<file path="src/pdc_pkg.sv">
// Shared types and constants for the Pareto domination counter.
// No dependencies; used by pdc_ctrl, pdc_dp and the top level.
`default_nettype none

package pdc_pkg;

  // Beat field widths (fixed by the stream format)
  localparam int unsigned FIELD_W   = 32;
  localparam int unsigned SLOT_W    = 8;
  localparam int unsigned IN_FIELDS = 4;
  localparam int unsigned IN_DATA_W = 136;  // slot + four objectives, whole bytes
  localparam int unsigned OUT_DATA_W = 16;

  // Configuration register widths and indexes
  localparam int unsigned NOBJ_W     = 3;
  localparam int unsigned NPOP_W     = 9;
  localparam int unsigned CFG_DATA_W = 9;
  localparam int unsigned CFG_ADDR_W = 1;
  localparam logic [CFG_ADDR_W-1:0] CFG_NUM_OBJ  = 1'b0;
  localparam logic [CFG_ADDR_W-1:0] CFG_POP_SIZE = 1'b1;
  localparam logic [NOBJ_W-1:0] NOBJ_RESET = 3'd2;
  localparam logic [NPOP_W-1:0] NPOP_RESET = 9'd256;

  // Item kinds carried on tuser
  localparam logic OP_LOAD  = 1'b0;
  localparam logic OP_QUERY = 1'b1;

  // Result count
  localparam int unsigned COUNT_W = 9;
  localparam logic [COUNT_W-1:0] COUNT_MAX = 9'd511;

  // Controller to datapath commands
  typedef struct packed {
    logic write;       // store the beat into the table
    logic load_query;  // latch candidate and scan limits
    logic issue;       // read the next table entry
    logic emit;        // move the count into the output register
  } pdc_cmd_t;

  // Datapath to controller status
  typedef struct packed {
    logic npop_zero;   // nothing to scan
    logic last_issue;  // current read address is the final entry
    logic busy;        // reads or compares still in flight
    logic out_free;    // output register can take a result this cycle
  } pdc_stat_t;

endpackage

`default_nettype wire

</file>
<file path="src/pdc_ctrl.sv">
// Sequencer for loads and queries of the domination counter.
// Depends on pdc_pkg (command and status structs, item kinds).
`default_nettype none

module pdc_ctrl (
  input  wire logic             clk_i,
  input  wire logic             rst_ni,
  input  wire logic             in_valid_i,
  input  wire logic             in_op_i,
  output logic                  in_ready_o,
  input  wire pdc_pkg::pdc_stat_t stat_i,
  output pdc_pkg::pdc_cmd_t     cmd_o
);

  typedef enum logic [1:0] {
    ST_IDLE,
    ST_SCAN,
    ST_DRAIN,
    ST_FINISH
  } state_e;

  state_e state_q, state_d;

  always_comb begin
    state_d    = state_q;
    cmd_o      = '0;
    in_ready_o = 1'b0;
    unique case (state_q)
      ST_IDLE: begin
        in_ready_o = 1'b1;
        if (in_valid_i) begin
          if (in_op_i == pdc_pkg::OP_LOAD) begin
            cmd_o.write = 1'b1;
          end else begin
            cmd_o.load_query = 1'b1;
            state_d          = ST_SCAN;
          end
        end
      end
      ST_SCAN: begin
        if (stat_i.npop_zero) begin
          state_d = ST_DRAIN;
        end else begin
          cmd_o.issue = 1'b1;
          if (stat_i.last_issue) begin
            state_d = ST_DRAIN;
          end
        end
      end
      ST_DRAIN: begin
        if (!stat_i.busy) begin
          state_d = ST_FINISH;
        end
      end
      ST_FINISH: begin
        if (stat_i.out_free) begin
          cmd_o.emit = 1'b1;
          state_d    = ST_IDLE;
        end
      end
      default: state_d = ST_IDLE;
    endcase
  end

  always_ff @(posedge clk_i or negedge rst_ni) begin
    if (!rst_ni) begin
      state_q <= ST_IDLE;
    end else begin
      state_q <= state_d;
    end
  end

endmodule

`default_nettype wire

</file>
<file path="config.mk">
export PLATFORM = sky130hd
export DESIGN_NAME = pdc_ctrl
export DESIGN_NICKNAME = d
export VERILOG_FILES = /design/src/pdc_pkg.sv /design/src/pdc_ctrl.sv
export SDC_FILE = /design/constraint.sdc
export NUM_CORES = 1
export LEC_CHECK = 0
export BUFFER_PORTS_ARGS = -buffer_cell sky130_fd_sc_hd__clkbuf_2
export CAP_MARGIN = 5
export CORE_AREA = 2 2 39 41
export DETAILED_ROUTE_END_ITERATION = 10
export DIE_AREA = 0 0 41 43
export GPL_TIMING_DRIVEN = 0
export PLACE_DENSITY = 0.49
export SETUP_SLACK_MARGIN = 0.5
export SLEW_MARGIN = 15
export SYNTH_ARGS = -nofsm -noshare
export SYNTH_HDL_FRONTEND = slang
export SYNTH_SLANG_ARGS = --single-unit
</file>
<file path="constraint.sdc">
create_clock -name clk_i -period 1.7 [get_ports clk_i]
set_input_delay 0 -clock clk_i [delete_from_list [all_inputs] [get_ports clk_i]]
set_output_delay 0 -clock clk_i [all_outputs]
set_load 0.05 [all_outputs]
</file>
==> flow_summary.yaml, run 1 <==
global_routing:
  grt_use_total: 0.0794
  grt_pass1_wl_um: 876
  antenna_found_initial: 0
  grt_pass1_vias: 247
  grt_max_degree: 4
  grt-ovfl-total: 0
logic_synthesis:
  yosysWarnings: 0
  synth_seq_cells: 2
  ys_top_cells_by_area: "ha_1, dfrtp_1, mux2_4"
  synth_seq_area_share: 0.240
  synthCells: 21
  yosysTopAreaCellShare: 0.299
  syn_area_um2: 209
  synthDistinctLibCells: 13
  avgSynthCellArea_um2: 9.95
  synth_top_area_cell: "ha_1"
  synth_nets: 34
detailed_routing:
  drtIter0Drc: 0
  via_per_inst: 3.78
  wl_um: 534
  drtAntennaViolNets: 0
  drc_errors: 0
  drtPass1Iterations: 1
  dr_total_vias: 219
  avgRoutedWirePerCell_um: 9.21
setup_path:
  worstSetupPathType: "flip-flop to flip-flop"
  crit_path_start: "state_q[0]"
  worstSetupStartpointType: "flip-flop"
  r2r-start: "state_q[0]"
  critPathMaxFanout: 3
  cp.required_ns: 1.80
  endpoint_kind: "flip-flop"
  crit_arrival_ns: 1.69
  ff2ff_setup_slack_ns: 0.11
sta:
  fin_crit_ns: 1.59
  post-route-period-util: 0.935
  timing.hold.ws_ns: 0.105
  hold_viol_final: 0
  slew_viol_final: 0
  rsz0062_at_grt: "yes"
  tightest_slew_ns: 0.150
  clock_skew_ns: 0.00314
  tns_ns: 0
  fmax_ghz: 0.629
  finalSetupViolCount: 0
  slew_headroom: 0.897
pwr:
  vdd_drop_max_mv: 0.675
  powerDensity_nw_per_um2: 1810
  totalPowerFinal_uw: 835
  net-switching-power_uw: 348
  combPwrFrac: 0.753
  seqPwrFrac: 0.124
  switching_share: 0.417
  p_leak_nw: 0.223
  intPower_uw: 487
  clockPowerShare: 0.123
job:
  cap_violations: 0
layout:
  largest_reg_flops: 2
  top_register: "state_q"
  antenna_cells: 0
  nets: 57
  stdcell_area_um2: 460
  drive_gt1_frac: 0.738
  finalCoreUtilization: 0.333
  area_delta_synth_final_pct: 120
  top_regs: "state_q: 2 flops"
run_status:
  status: "finished, final reports clean"
clock_network:
  cts_buffers: 3
  clockRootBuffer: "clkbuf_4"
  cts.sinks: 2
  cts_buffer_depth: 2
  cts.clk_slew.worst_paths_ns: 0.03
  clock_latency_ns: 0.22
  htree_num_levels: 1
  cts_tree: "yes"
placed_design:
  place.gp.congestion: 0.666
  io_buffers: 12
  placed_area_um2: 315
worst_hold_path:
  hold_path_class: "input pin to async pin"
die:
  die-area_um2: 1760
  fp.dieH_um: 43
  io_pins: 13
  initial_core_util: 0.151
  die_x_um: 41
  rows: 14
  core_um2: 1380
==> path summary, 6_finish.rpt <==
kind                              endpoint  depth (start not counted)
worst min register to register  state_q[1]                          2
worst max-delay path            state_q[1]                          4
max in group asynchronous       state_q[1]                          2
worst max register to register  state_q[1]                          4
min in group clk_i              state_q[0]                          3
worst min-delay path            state_q[0]                          2
==> power groups by stage <==
stage,sequential [mW],combinational (mW),clock (mW)
6_report,0.104,0.629,0.103
5_1_grt,0.107,0.682,0.113
4_1_cts,0.103,0.583,0.110
3_5_place_dp,0.107,0.435,0
3_3_place_gp,0.107,0.426,0
2_1_floorplan,0.0993,0.372,0
==> critical path, stage by stage (launching register included) <==
cell,delay [ns]
dfrtp_1,0.41
ha_2,0.20
nor2b_1,0.12
a2111o_1,0.43
mux2_4,0.31
==> logic make-up after synthesis <==
family / after synthesis / synth area share
adder cells (fa/ha/maj): 5 / 0.299
AO/OA/AOI/OAI: 2 / 0.0898
multiplexers: 2 / 0.120
AND/OR/NAND/NOR: 8 / 0.216
buffers and inverters: 2 / 0.0359
flip-flops: 2 / 0.240
==> layout by cell type (no fill, tap or decap) <==
master and instances:
nand2_2 1, buf_4 3, buf_6 2, a2111o_1 1
dfrtp_1 2, ha_1 2, nor2b_1 1, nor2_1 1
and3_4 1, ha_2 2, inv_2 2, buf_8 3
a21boi_1 1, mux2_4 1, clkbuf_4 3, clkbuf_8 1
nor2b_2 1, nor2_4 1, ha_4 1, dlygate4sd3_1 1
clkbuf_16 1, and2_2 1, nor3b_1 1, clkbuf_2 7
mux2i_1 1
==> layer usage <==
metal  track usage  wire (µm)
met4        0.0600          0
met1        0.0742        224
met5             0          0
met3        0.0524         54
met2         0.116        255
==> cells in the mapped netlist <==
master and number:
a21boi_0 1, dfrtp_1 2, mux2_4 1, and2_2 1, mux2i_1 1, nor2_1 2
ha_1 5, and3_1 1, nor2b_1 2, a2111o_1 1, nand2_1 1, inv_1 2
nor3b_1 1
==> layout make-up <==
type                       count  area (µm²)
clock buffer                   3        22.5
fill                         154         923
inverter                       2        7.51
multi-input combinational     17         186
sequential                     2        50.0
tap                           16        20.0
timing repair buffer          18         174
==> metrics by stage <==
stage	cells	setup slack [ns]
2_1_floorplan	21	0.152
6_report	58	0.110
3_5_place_dp	49	0.0897
5_1_grt	58	0.0581
4_1_cts	58	0.0829
3_3_place_gp	49	0.0879
==> what timing repair did <==
item                                   CTS  global route
endpoints found under the hold margin    2             0
setup endpoints to repair                6             7
resized for setup                       13             9
hold buffers                             1             0
pin swaps                                3             1
buffers inserted                         5             0
Note: power is estimated with default switching activity, not from simulation.
==> inputs of run 2 (changes only) <==
Settings changed: ABC_AREA set to 0, PLACE_DENSITY 0.49 to 0.48, REMOVE_ABC_BUFFERS set to 1.
==> flow_summary.yaml, run 2 (synthesis results as in run 1) <==
run_status:
  status: "finished, final reports clean"
placed_design:
  place_inst: 49
  place.gp.congestion: 0.716
  place_hpwl_um: 371
  io_buffers: 12
detailed_routing:
  drc_errors: 0
  wl_um: 494
  avgRoutedWirePerCell_um: 8.67
  drtAntennaViolNets: 0
  dr_total_vias: 218
  drtIter0Drc: 0
  via_per_inst: 3.82
  drtPass1Iterations: 1
global_routing:
  grt_pass1_vias: 193
  grt_use_total: 0.0643
  grt-ovfl-total: 0
  grt_pass1_wl_um: 703
  antenna_found_initial: 0
  grt_max_degree: 5
setup_path:
  worstSetupPathType: "flip-flop to flip-flop"
  crit_arrival_ns: 1.67
  critPathMaxStageDelay_ns: 0.42
  ff2ff_setup_slack_ns: 0.13
  crit_chain: "buf_4 -> ha_1 -> a2111o_1 -> mux2_4"
  cp.required_ns: 1.80
  worstSetupStartpointType: "flip-flop"
  endpoint_kind: "flip-flop"
  crit_slowest_cell: "a2111o_1"
  critPathMaxFanout: 3
sta:
  tns_ns: 0
  tightest_slew_ns: 0.155
  slew_headroom: 0.893
  timing.hold.ws_ns: 0.0936
  fin_crit_ns: 1.57
  hold_viol_final: 0
  finalSetupViolCount: 0
  rsz0062_at_grt: "yes"
  post-route-period-util: 0.926
  fmax_ghz: 0.635
  slew_viol_final: 0
  clock_skew_ns: 0.000928
layout:
  area_delta_synth_final_pct: 102
  final_common_cell: "clkbuf_2"
  top_regs: "state_q: 2 flops"
  finalCoreUtilization: 0.306
  antenna_cells: 0
  layoutNonFillerInstCount: 57
  drive_gt1_frac: 0.707
  final_cell_mix: "clkbuf_2, buf_4, clkbuf_4"
  nets: 56
  top_register: "state_q"
  largest_reg_flops: 2
die:
  io_pins: 13
  die_x_um: 41
  fp.dieH_um: 43
  initial_core_util: 0.151
  rows: 14
  core_um2: 1380
  die-area_um2: 1760
clock_network:
  clock_latency_ns: 0.22
  cts_tree: "yes"
  cts.sinks: 2
  cts_buffer_depth: 2
  cts.clk_slew.worst_paths_ns: 0.03
  cts_buffers: 3
  htree_num_levels: 1
  clockRootBuffer: "clkbuf_4"
pwr:
  vdd_drop_max_mv: 0.642
  powerDensity_nw_per_um2: 1810
  p_leak_nw: 0.212
  totalPowerFinal_uw: 767
job:
  cap_violations: 0
worst_hold_path:
  hold_path_class: "input pin to async pin"
[run 2: cell types whose count changed in the layout (fill, tap and decap cells not counted)]
cell	change
buf_6	-2
clkbuf_16	-1
clkbuf_4	+1
nand2_4	+1
nand2_2	-1
buf_4	+2
a21boi_1	-1
nor2b_1	+1
a21boi_0	+1
nor2b_2	-1
buf_8	-1
[run 2: critical path, delay by kind of cell, from the launching register on]
family | cells | cell delay (ns)
AO/OA/AOI/OAI | 1 | 0.42
buffers and inverters | 1 | 0.15
flip-flops | 1 | 0.39
multiplexers | 1 | 0.31
adder cells (fa/ha/maj) | 1 | 0.19
[run 2: metrics by stage]
stage,setup slack [ns],area [µm²]
after floorplan,-0.0844,209
after global placement,0.0769,289
after detailed placement,0.0756,289
after CTS,0.120,390
after global routing,0.0654,423
final,0.126,423
[run 2: path summary, 6_finish.rpt]
path / from / to / cells past startpoint
hold / removal: rst_ni / state_q[0] / 2
setup reg to reg: state_q[1] / state_q[1] / 4
setup / recovery: state_q[1] / state_q[1] / 4
max in group asynchronous: rst_ni / state_q[1] / 2
hold reg to reg: state_q[1] / state_q[1] / 2
min in group clk_i: stat_i[1] / state_q[0] / 3
[run 2: final cells by class]
cell class	instances	area, µm²
Fill cell	154	961
Multi-Input combinational cell	17	189
Timing Repair Buffer	17	134
Sequential cell	2	50.0
Clock buffer	3	22.5
Tap cell	16	20.0
Inverter	2	7.51
[run 2: power breakdown]
part	switching (mW)	internal (mW)	total, mW
Clock	0.0263	0.0779	0.104
Combinational	0.285	0.277	0.563
Sequential	0.0247	0.0758	0.101
Total	0.336	0.431	0.767
[run 2: routing by layer]
metal	routed length [µm]	track usage	vias up
li1	-	-	113
met1	214	0.0772	92
met2	225	0.0781	13
met3	54	0.0157	0
met4	0	0.0800	0
met5	0	0	-
[run 2: repair_timing]
item / in CTS / in global routing
resized for setup: 13 / 10
endpoints found under the setup margin: 7 / 7
hold buffers: 1 / 0
gates cloned: 0 / 0
hold endpoints to repair: 2 / 0
setup buffers: 3 / 1
pin swaps: 2 / 4
