**config.mk**
```make
export PLATFORM = sky130hd
export DESIGN_NAME = pdc_dp
export DESIGN_NICKNAME = d
export VERILOG_FILES = /design/src/pdc_pkg.sv /design/src/pdc_dp.sv
export SDC_FILE = /design/constraint.sdc
export NUM_CORES = 1
export LEC_CHECK = 0
export ABC_AREA = 1
export BUFFER_PORTS_ARGS = -buffer_cell sky130_fd_sc_hd__buf_4
export CAP_MARGIN = 15
export CELL_PAD_IN_SITES_DETAIL_PLACEMENT = 0
export CELL_PAD_IN_SITES_GLOBAL_PLACEMENT = 1
export CORE_AREA = 2 2 172 174
export CTS_BUF_LIST = sky130_fd_sc_hd__clkbuf_8
export CTS_CLUSTER_SIZE = 10
export DETAILED_ROUTE_END_ITERATION = 6
export DIE_AREA = 0 0 174 176
export PLACE_DENSITY = 0.87
export RECOVER_POWER = 50
export SLEW_MARGIN = 20
export SYNTH_ARGS = -nofsm -noshare
export SYNTH_HDL_FRONTEND = slang
export SYNTH_SLANG_ARGS = --single-unit
export TNS_END_PERCENT = 30
```
**constraint.sdc**
```tcl
create_clock -name clk_i -period 2.5 [get_ports clk_i]
set_clock_uncertainty 0.05 [all_clocks]
set_input_delay 0 -clock clk_i [delete_from_list [all_inputs] [get_ports clk_i]]
set_output_delay 0 -clock clk_i [all_outputs]
set_load 0.005 [all_outputs]
```
**src/pdc_pkg.sv**
```systemverilog
// Shared types and constants for the Pareto domination counter.
// No dependencies; used by pdc_ctrl, pdc_dp and the top level.
`default_nettype none

package pdc_pkg;

  // Beat field widths (fixed by the stream format)
  localparam int unsigned FIELD_W   = 32;
  localparam int unsigned SLOT_W    = 8;
  localparam int unsigned IN_FIELDS = 4;
  localparam int unsigned IN_DATA_W = 136;  // slot + four objectives, whole bytes
  localparam int unsigned OUT_DATA_W = 16;

  // Configuration register widths and indexes
  localparam int unsigned NOBJ_W     = 3;
  localparam int unsigned NPOP_W     = 9;
  localparam int unsigned CFG_DATA_W = 9;
  localparam int unsigned CFG_ADDR_W = 1;
  localparam logic [CFG_ADDR_W-1:0] CFG_NUM_OBJ  = 1'b0;
  localparam logic [CFG_ADDR_W-1:0] CFG_POP_SIZE = 1'b1;
  localparam logic [NOBJ_W-1:0] NOBJ_RESET = 3'd2;
  localparam logic [NPOP_W-1:0] NPOP_RESET = 9'd256;

  // Item kinds carried on tuser
  localparam logic OP_LOAD  = 1'b0;
  localparam logic OP_QUERY = 1'b1;

  // Result count
  localparam int unsigned COUNT_W = 9;
  localparam logic [COUNT_W-1:0] COUNT_MAX = 9'd511;

  // Controller to datapath commands
  typedef struct packed {
    logic write;       // store the beat into the table
    logic load_query;  // latch candidate and scan limits
    logic issue;       // read the next table entry
    logic emit;        // move the count into the output register
  } pdc_cmd_t;

  // Datapath to controller status
  typedef struct packed {
    logic npop_zero;   // nothing to scan
    logic last_issue;  // current read address is the final entry
    logic busy;        // reads or compares still in flight
    logic out_free;    // output register can take a result this cycle
  } pdc_stat_t;

endpackage

`default_nettype wire

```
**src/pdc_dp.sv**
```systemverilog
// Datapath: candidate latch, scan counter, dominance compare, count and
// output register. Drives the table RAM ports. Depends on pdc_pkg.
`default_nettype none

module pdc_dp #(
  parameter int unsigned MAX_ENTRIES    = 256,
  parameter int unsigned MAX_OBJECTIVES = 4,
  parameter int unsigned VALUE_BITS     = 32
) (
  input  wire logic                                      clk_i,
  input  wire logic                                      rst_ni,
  input  wire pdc_pkg::pdc_cmd_t                         cmd_i,
  output pdc_pkg::pdc_stat_t                             stat_o,
  input  wire logic [pdc_pkg::SLOT_W-1:0]                slot_i,
  input  wire logic [pdc_pkg::IN_FIELDS-1:0][pdc_pkg::FIELD_W-1:0] obj_i,
  input  wire logic [pdc_pkg::NOBJ_W-1:0]                cfg_nobj_i,
  input  wire logic [pdc_pkg::NPOP_W-1:0]                cfg_npop_i,
  // table RAM
  output logic                                           ram_we_o,
  output logic [$clog2(MAX_ENTRIES)-1:0]                 ram_waddr_o,
  output logic [MAX_OBJECTIVES*VALUE_BITS-1:0]           ram_wdata_o,
  output logic                                           ram_re_o,
  output logic [$clog2(MAX_ENTRIES)-1:0]                 ram_raddr_o,
  input  wire logic [MAX_OBJECTIVES*VALUE_BITS-1:0]      ram_rdata_i,
  // result
  output logic                                           out_valid_o,
  input  wire logic                                      out_ready_i,
  output logic [pdc_pkg::COUNT_W-1:0]                    out_count_o,
  output logic                                           out_nondom_o
);

  localparam int unsigned AW    = $clog2(MAX_ENTRIES);
  localparam int unsigned IDX_W = $clog2(MAX_ENTRIES + 1);

  typedef logic [MAX_OBJECTIVES-1:0][VALUE_BITS-1:0] row_t;

  row_t                         beat_row;
  row_t                         rd_row;
  row_t                         cand_q;
  logic [MAX_OBJECTIVES-1:0]    active_q, active_d;
  logic [IDX_W-1:0]             npop_q, npop_d;
  logic [IDX_W-1:0]             idx_q;
  logic                         rd_vld_q, dom_vld_q, dom_q, dom_d;
  logic [pdc_pkg::COUNT_W-1:0]  count_q;
  logic                         out_valid_q;
  logic [pdc_pkg::COUNT_W-1:0]  out_count_q;
  logic                         out_nondom_q;

  // Bring beat objectives to table width; objectives without a field are zero.
  for (genvar j = 0; j < MAX_OBJECTIVES; j++) begin : g_obj
    if (j < pdc_pkg::IN_FIELDS) begin : g_field
      if (VALUE_BITS <= pdc_pkg::FIELD_W) begin : g_trunc
        assign beat_row[j] = obj_i[j][VALUE_BITS-1:0];
      end else begin : g_sext
        assign beat_row[j] = {{(VALUE_BITS - pdc_pkg::FIELD_W){obj_i[j][pdc_pkg::FIELD_W-1]}},
                              obj_i[j]};
      end
    end else begin : g_zero
      assign beat_row[j] = '0;
    end
  end

  assign rd_row = ram_rdata_i;

  // Table write port: out-of-range slots are dropped.
  assign ram_we_o    = cmd_i.write && (32'(slot_i) < 32'(MAX_ENTRIES));
  assign ram_waddr_o = AW'(slot_i);
  assign ram_wdata_o = beat_row;
  assign ram_re_o    = cmd_i.issue;
  assign ram_raddr_o = idx_q[AW-1:0];

  // Scan limits, clamped to the table shape.
  always_comb begin
    for (int j = 0; j < MAX_OBJECTIVES; j++) begin
      active_d[j] = j < int'(cfg_nobj_i);
    end
    if (32'(cfg_npop_i) > 32'(MAX_ENTRIES)) begin
      npop_d = IDX_W'(MAX_ENTRIES);
    end else begin
      npop_d = IDX_W'(cfg_npop_i);
    end
  end

  // Entry dominates: no greater on every active objective, smaller on at least one.
  always_comb begin
    logic no_greater;
    logic some_less;
    no_greater = 1'b1;
    some_less  = 1'b0;
    for (int j = 0; j < MAX_OBJECTIVES; j++) begin
      if (active_q[j]) begin
        if ($signed(rd_row[j]) > $signed(cand_q[j])) begin
          no_greater = 1'b0;
        end
        if ($signed(rd_row[j]) < $signed(cand_q[j])) begin
          some_less = 1'b1;
        end
      end
    end
    dom_d = no_greater && some_less;
  end

  always_ff @(posedge clk_i) begin
    if (cmd_i.load_query) begin
      cand_q   <= beat_row;
      active_q <= active_d;
      npop_q   <= npop_d;
      idx_q    <= '0;
      count_q  <= '0;
    end else begin
      if (cmd_i.issue) begin
        idx_q <= idx_q + IDX_W'(1);
      end
      if (dom_vld_q && dom_q && (count_q != pdc_pkg::COUNT_MAX)) begin
        count_q <= count_q + pdc_pkg::COUNT_W'(1);
      end
    end
    dom_q <= dom_d;
    if (cmd_i.emit) begin
      out_count_q  <= count_q;
      out_nondom_q <= (count_q == '0);
    end
  end

  always_ff @(posedge clk_i or negedge rst_ni) begin
    if (!rst_ni) begin
      rd_vld_q    <= 1'b0;
      dom_vld_q   <= 1'b0;
      out_valid_q <= 1'b0;
    end else begin
      rd_vld_q  <= cmd_i.issue;
      dom_vld_q <= rd_vld_q;
      if (cmd_i.emit) begin
        out_valid_q <= 1'b1;
      end else if (out_ready_i) begin
        out_valid_q <= 1'b0;
      end
    end
  end

  assign stat_o.npop_zero  = (npop_q == '0);
  assign stat_o.last_issue = ((idx_q + IDX_W'(1)) == npop_q);
  assign stat_o.busy       = rd_vld_q || dom_vld_q;
  assign stat_o.out_free   = !out_valid_q || out_ready_i;

  assign out_valid_o  = out_valid_q;
  assign out_count_o  = out_count_q;
  assign out_nondom_o = out_nondom_q;

endmodule

`default_nettype wire

```
==> results of run 1 <==
==> placed cells by master (no fill, tap or decap), drive strengths merged, types with 13 or more instances in the layout <==
master       synthesis  layout
o21ai               24      24
ha                 132     132
clkbuf               4     197
dfxtp               19      19
inv                181     188
nor3                14      14
nor2                67      67
clkinv               5      13
buf                146     248
a21oi               67      67
edfxtp             151     151
nand3               26      26
nand2              162     162
dlygate4sd3          0     156
==> worst register-to-register path: stages (launching register included) <==
cell	delay (ns)
edfxtp_1	0.35
inv_1	0.04
ha_1	0.36
a21oi_1	0.18
o21a_1	0.14
nand2_1	0.06
a21oi_1	0.27
nand2_2	0.10
nand2_1	0.07
nand3_1	0.12
nand2_1	0.09
nor2_1	0.04
nor2_1	0.10
==> per-layer routing <==
metal | part of all wire | routed length (um) | vias to the layer above
li1 | - | - | 4249
met3 | 0.055 | 1580 | 15
met5 | 0 | 0 | -
met1 | 0.41 | 11700 | 3880
met2 | 0.53 | 15300 | 279
met4 | 0.0094 | 273 | 0
==> timing repair <==
action                                  4_1_cts  5_1_grt
setup buffers                                 0        0
hold buffers                                156        0
resized for setup                             0        3
endpoints found under the setup margin        0        1
endpoints found under the hold margin       205        0
==> power groups by stage <==
stage / logic [W] / clock network, W / registers (W)
final: 0.00161 / 0.00211 / 0.00346
after floorplan: 0.000833 / 0 / 0.00350
after global placement: 0.00146 / 0 / 0.00352
after detailed placement: 0.00149 / 0 / 0.00353
after global routing: 0.00183 / 0.00229 / 0.00349
after CTS: 0.00170 / 0.00218 / 0.00347
==> Yosys cell counts, drive strengths merged, types with 5 or more instances <==
library cell,number
a21oi,67
nand3,26
xnor2,6
o21a,9
nand2,162
edfxtp,151
ha,132
buf,146
o21ai,24
inv,181
a21o,5
nor3,14
clkinv,5
nand4,10
dfxtp,19
xor2,8
nor2,67
==> final cells by class <==
class | instances | share of cell area
Clock buffer | 17 | 0.0159
Tap cell | 384 | 0.0327
Timing Repair Buffer | 584 | 0.303
Multi-Input combinational cell | 548 | 0.248
Inverter | 186 | 0.0476
Sequential cell | 173 | 0.339
Clock inverter | 15 | 0.0132
==> registers in the layout, indices dropped and copies added, names as in the netlist <==
register and flops:
count_q 9, out_valid_o 1, idx_q 9, dom_q 1, cand_q 128, npop_q 9, out_count_o 9, dom_vld_q 1
out_nondom_o 1, active_q 4, rd_vld_q 1
==> cell families (layout without fill, tap and decap cells) <==
group / count (synthesis) / count (layout)
buf+inv: 336 / 802
simple gates: 290 / 290
flops: 173 / 173
fa+ha+maj: 132 / 132
compound gates: 112 / 112
xor+xnor: 14 / 14
==> path summary, 6_finish.rpt <==
| kind | from | slack [ns] | endpoint |
|---|---|---|---|
| setup / recovery | idx_q[0] | 0.22 | stat_o[2] |
| hold / removal | ram_rdata_i[95] | 0.17 | dom_q |
| setup reg to reg | cand_q[63] | 0.48 | dom_q |
| hold reg to reg | rd_vld_q | 0.35 | dom_vld_q |
| max in group asynchronous | rst_ni | 1.86 | rd_vld_q |
| min in group asynchronous | rst_ni | 0.38 | dom_vld_q |
==> stage by stage <==
| step | setup slack, ns | hold slack (ns) | area, sq um |
|---|---|---|---|
| 6_report | 0.218 | 0.173 | 14700 |
| 5_1_grt | 0.0252 | 0.200 | 14700 |
| 4_1_cts | 0.0964 | 0.161 | 15000 |
| 3_5_place_dp | 0.496 | -0.260 | 13000 |
| 3_3_place_gp | 0.529 | -0.258 | 13000 |
| 2_1_floorplan | 0.748 | -0.346 | 10400 |
==> impl_metrics.py, run 1 <==
metrics = {
    "grt": {
        "use_met3": 0.0437,
        "grt.total_usage": 0.186,
        "grt_use_met2": 0.354,
        "grt_use_met1": 0.211,
        "grt_max_degree": 59,
        "top_usage_layer": "met2",
        "grt_overflow": 0,
        "grt_first_pass_wirelength_um": 43800,
        "grt_pass1_vias": 8520,
        "antenna_found_initial": 0,
    },
    "routing": {
        "viasPerCell": 4.42,
        "drtIter0Drc": 270,
        "routedWlPerCell_um": 15.2,
        "drcViolationCount": 0,
        "ant_nets": 0,
        "dr.pass1.iters": 4,
        "totalWireLength_um": 28900,
        "num_vias": 8423,
    },
    "timing": {
        "fin_crit_ns": 2.28,
        "setup_viol": 0,
        "max_slew_margin": 0.440,
        "finalCritPeriodShare": 0.913,
        "fmax_mhz": 438,
        "finalHoldViolCount": 0,
        "tightest_slew_ns": 0.840,
        "fin_setup_tns_ns": 0,
        "rsz0062_at_grt": "no",
        "slew_violations": 0,
    },
    "critical_path": {
        "critPathSlowestCell": "dfxtp_2",
        "setup.worst_path.class": "reg -> out",
        "critPathTopFamily": "simple AND/OR/NAND/NOR gates",
        "cp.depth": 9,
        "start_kind": "flip-flop",
        "required_ns": 2.45,
        "cp-end-kind": "output pin",
        "arrival_ns": 2.23,
        "path_max_fanout": 5,
        "critPathMaxStageDelay_ns": 0.41,
        "ff2ff_path_depth": 12,
        "cp_num_buf_inv": 1,
        "path_cells": "ha_1, nand2_1, nor2_2, nand3_1, nand3b_1, xor2_2, xnor2_1, nor3_2, buf_4",
    },
    "synthesis": {
        "syn_area_per_cell_sq_um": 9.88,
        "synth-xor-area-share": 0.0117,
        "synth_compound_area_frac": 0.0587,
        "synthArstFlopShare": 0.0173,
        "netlist.area_leader.share": 0.434,
        "synth_area_sq_um": 10400,
        "yosys_warnings": 0,
        "synth_cell_type_count": 41,
        "synth_top_cell_by_area": "edfxtp_1",
        "synth_edf_count": 151,
        "synthMuxAreaShare": 0,
        "synth_fp_nets": 1472,
        "synth_top_family_by_area": "buffers and inverters",
        "synth_seq_cells": 173,
        "ys.flop_type": "edfxtp_1",
        "yosys-top-cells-area": "edfxtp_1 43%, ha_1 16%, buf_4 10%, inv_1 6.5%, nand2_1 5.6%",
        "yosys.area_share.simple": 0.120,
        "synth_fa_ha_area_frac": 0.158,
        "syn_inst": 1057,
        "yosysSeqAreaShare": 0.478,
    },
    "placed_design": {
        "gp_congestion": 0.849,
        "portBuffers": 425,
        "place_inst": 1719,
        "dpl.hpwl_um": 22100,
    },
    "job": {
        "maxCapViolations": 0,
    },
    "finish": {
        "multi_input_area_sq_um": 3650,
        "area_delta_synth_final_pct": 40.8,
        "fillers": 2593,
        "antenna_cells": 0,
        "fin_cells": 1907,
        "register_area_sq_um": 4990,
        "nets": 1925,
        "drive_above_1_share": 0.261,
        "utilization": 0.515,
    },
    "power": {
        "peakVddDrop_mv": 0.290,
        "net-switching-power_w": 0.00216,
        "seqPwrFrac": 0.482,
        "p_clk_frac": 0.293,
        "sw_frac_of_total": 0.301,
        "power.density_nw_per_um2": 488,
        "intPower_w": 0.00502,
        "comb_power_share": 0.225,
        "leakage_nw": 7.03,
        "p_total_w": 0.00718,
    },
    "clock_tree": {
        "cts_buffers": 17,
        "cts_max_path_buffers": 2,
        "tritoncts": "yes",
        "htreeDepth": 4,
        "clk_transition_reported_paths_ns": 0.12,
        "worstSkewPairLatency_ns": 0.46,
        "cts-root-buf": "clkbuf_8",
        "clock-sinks": 173,
    },
    "floorplan": {
        "floorplan.initialDensity": 0.366,
        "dieHeight_um": 176,
        "dieWidth_um": 174,
        "die-area_sq_um": 30600,
        "pin_count": 444,
        "core_sq_um": 28500,
        "num_rows": 62,
    },
    "status": {
        "status": "complete, no violations",
    },
    "min_path": {
        "holdCritPathClass": "in -> reg",
        "whs_path_depth": 7,
    },
}
Note: power is estimated with default switching activity, not from simulation.
==> run 2: changes to the inputs <==
CORE_AREA = 2 2 181 183   (was 2 2 172 174)
DIE_AREA = 0 0 183 185   (was 0 0 174 176)
PLACE_DENSITY = 0.83   (was 0.87)
clock period = 1.85 ns   (was 2.5 ns; I/O delays follow)
==> impl_metrics.py, run 2 (synthesized netlist as in run 1, its figures left out) <==
metrics = {
    "finish": {
        "final_cell_mix": "251 x buf_4, 179 x inv_1, 157 x dlygate4sd3_1",
        "nets": 1949,
        "layout_commonest_cell": "buf_4",
        "drive_above_1_share": 0.301,
        "largest_reg_flops": 128,
        "utilization": 0.473,
        "area_delta_synth_final_pct": 45.1,
        "top_register": "cand_q",
    },
    "timing": {
        "finalHoldViolCount": 0,
        "slew_violations": 0,
        "setup_viol": 16,
        "rsz0062_at_grt": "yes",
        "fmax_mhz": 458,
        "max_slew_margin": 0.198,
        "fin_crit_ns": 2.18,
        "finalWorstSetupSlack_ns": -0.333,
        "tightest_slew_ns": 1.20,
        "finalCritPeriodShare": 1.18,
    },
    "clock_tree": {
        "tritoncts": "yes",
        "worstSkewPairLatency_ns": 0.47,
        "htreeDepth": 4,
        "clk_transition_reported_paths_ns": 0.09,
        "cts_buffers": 17,
        "clock-sinks": 173,
        "cts_max_path_buffers": 2,
        "cts-root-buf": "clkbuf_8",
    },
    "grt": {
        "grt_pass1_vias": 8568,
        "top_usage_layer": "met2",
        "grt_use_met2": 0.309,
        "antenna_found_initial": 1,
        "grt.total_usage": 0.168,
        "grt_first_pass_wirelength_um": 43800,
        "grt_use_met1": 0.192,
        "grt_overflow": 0,
        "grt_max_degree": 58,
        "use_met3": 0.0383,
    },
    "critical_path": {
        "cp_num_buf_inv": 1,
        "critPathMaxStageDelay_ns": 0.37,
        "path_cells": "ha_4, nand2_2, nor2_4, nand3_2, nand3b_1, xor2_2, xnor2_1, nor3_2, buf_4",
        "critPathTopFamily": "simple AND/OR/NAND/NOR gates",
        "start_kind": "flip-flop",
        "setup.worst_path.class": "reg -> out",
        "required_ns": 1.80,
        "cp-end-kind": "output pin",
        "arrival_ns": 2.13,
        "path_max_fanout": 2,
        "critPathSlowestCell": "dfxtp_2",
    },
    "floorplan": {
        "die-area_sq_um": 33900,
        "num_rows": 66,
        "dieWidth_um": 183,
        "floorplan.initialDensity": 0.326,
        "dieHeight_um": 185,
        "pin_count": 444,
        "core_sq_um": 32000,
    },
    "routing": {
        "drcViolationCount": 0,
        "routedWlPerCell_um": 15.1,
        "ant_nets": 0,
        "dr.pass1.iters": 5,
        "drtIter0Drc": 256,
        "viasPerCell": 4.37,
        "num_vias": 8545,
        "totalWireLength_um": 29500,
    },
    "placed_design": {
        "portBuffers": 425,
        "dpl.hpwl_um": 22500,
        "gp_congestion": 0.818,
    },
    "job": {
        "maxCapViolations": 0,
    },
    "power": {
        "p_total_w": 0.00975,
        "power.density_nw_per_um2": 643,
        "leakage_nw": 7.13,
        "peakVddDrop_mv": 0.366,
    },
    "status": {
        "violations": "negative setup slack",
        "status": "complete, but fails checks",
    },
    "min_path": {
        "holdCritPathClass": "in -> reg",
    },
}
run 2: cell count changes in the layout (fill, tap and decap cells not counted), sizes merged:
cell	change
inv	+2
bufinv	+1
dlygate4sd3	+1
clkbuf	+19
clkinv	-6
clkinvlp	+2
diode	+1
buf	+5
run 2: stage by stage:
| stage | TNS, ns | std cells | hold WS, ns | worst slack [ns] | instance area (sq um) |
|---|---|---|---|---|---|
| after floorplan | 0 | 1057 | -0.346 | 0.0978 | 10400 |
| after global placement | -0.0772 | 1764 | -0.247 | -0.0579 | 13200 |
| after detailed placement | -0.185 | 1764 | -0.246 | -0.122 | 13200 |
| after CTS | -0.504 | 1954 | 0.158 | -0.397 | 15300 |
| after global routing | -3.44 | 1956 | 0.186 | -0.516 | 15200 |
| final | -0.854 | 1956 | 0.195 | -0.333 | 15200 |
run 2: path summary, 6_finish.rpt:
check	from	end	slack [ns]	cells after the start
worst max-delay path	idx_q[1]	stat_o[2]	-0.33	9
worst min-delay path	ram_rdata_i[63]	dom_q	0.20	8
worst max register to register	cand_q[11]	dom_q	-0.02	14
worst min register to register	rd_vld_q	dom_vld_q	0.34	0
max in group asynchronous	rst_ni	dom_vld_q	1.17	3
min in group asynchronous	rst_ni	rd_vld_q	0.40	3
run 2: repair_timing:
item	in CTS	in global routing
hold buffers	157	0
gates cloned	0	0
endpoints found under the setup margin	5	8
pin swaps	2	34
resized for setup	15	48
buffers inserted	1	1
endpoints found under the hold margin	187	0
run 2: area by class of cell:
class | count | area [sq um]
inverters | 186 | 699
fillers | 3065 | 16900
clock inverters | 14 | 133
repair buffers | 608 | 4620
well taps | 408 | 510
multi-input cells | 548 | 3950
diodes | 1 | 2.50
flip-flops and latches | 173 | 4990
clock buffers | 18 | 248
run 2: power by group:
part	total [W]	internal, W	switching [W]	leakage [nW]
Clock	0.00271	0.00113	0.00158	0.194
Sequential	0.00468	0.00457	0.000113	1.67
Combinational	0.00236	0.00126	0.00110	5.26
Total	0.00975	0.00696	0.00279	7.13
run 2: metal layers:
metal / up-vias / routed length, um
met5: - / 0
li1: 4292 / -
met4: 0 / 606
met1: 3949 / 12000
met2: 269 / 15400
met3: 35 / 1460
run 2: worst reg2reg max path: stages (launching register included):
cell      delay (ns)
edfxtp_1        0.38
inv_1           0.07
ha_1            0.25
a21oi_2         0.15
o21ai_0         0.09
a21oi_1         0.15
nand2_1         0.10
nand2_2         0.09
nand2_1         0.07
nand2_1         0.09
nand3_2         0.08
nand2_2         0.08
clkinv_2        0.05
nand2_2         0.04
nor2_1          0.04
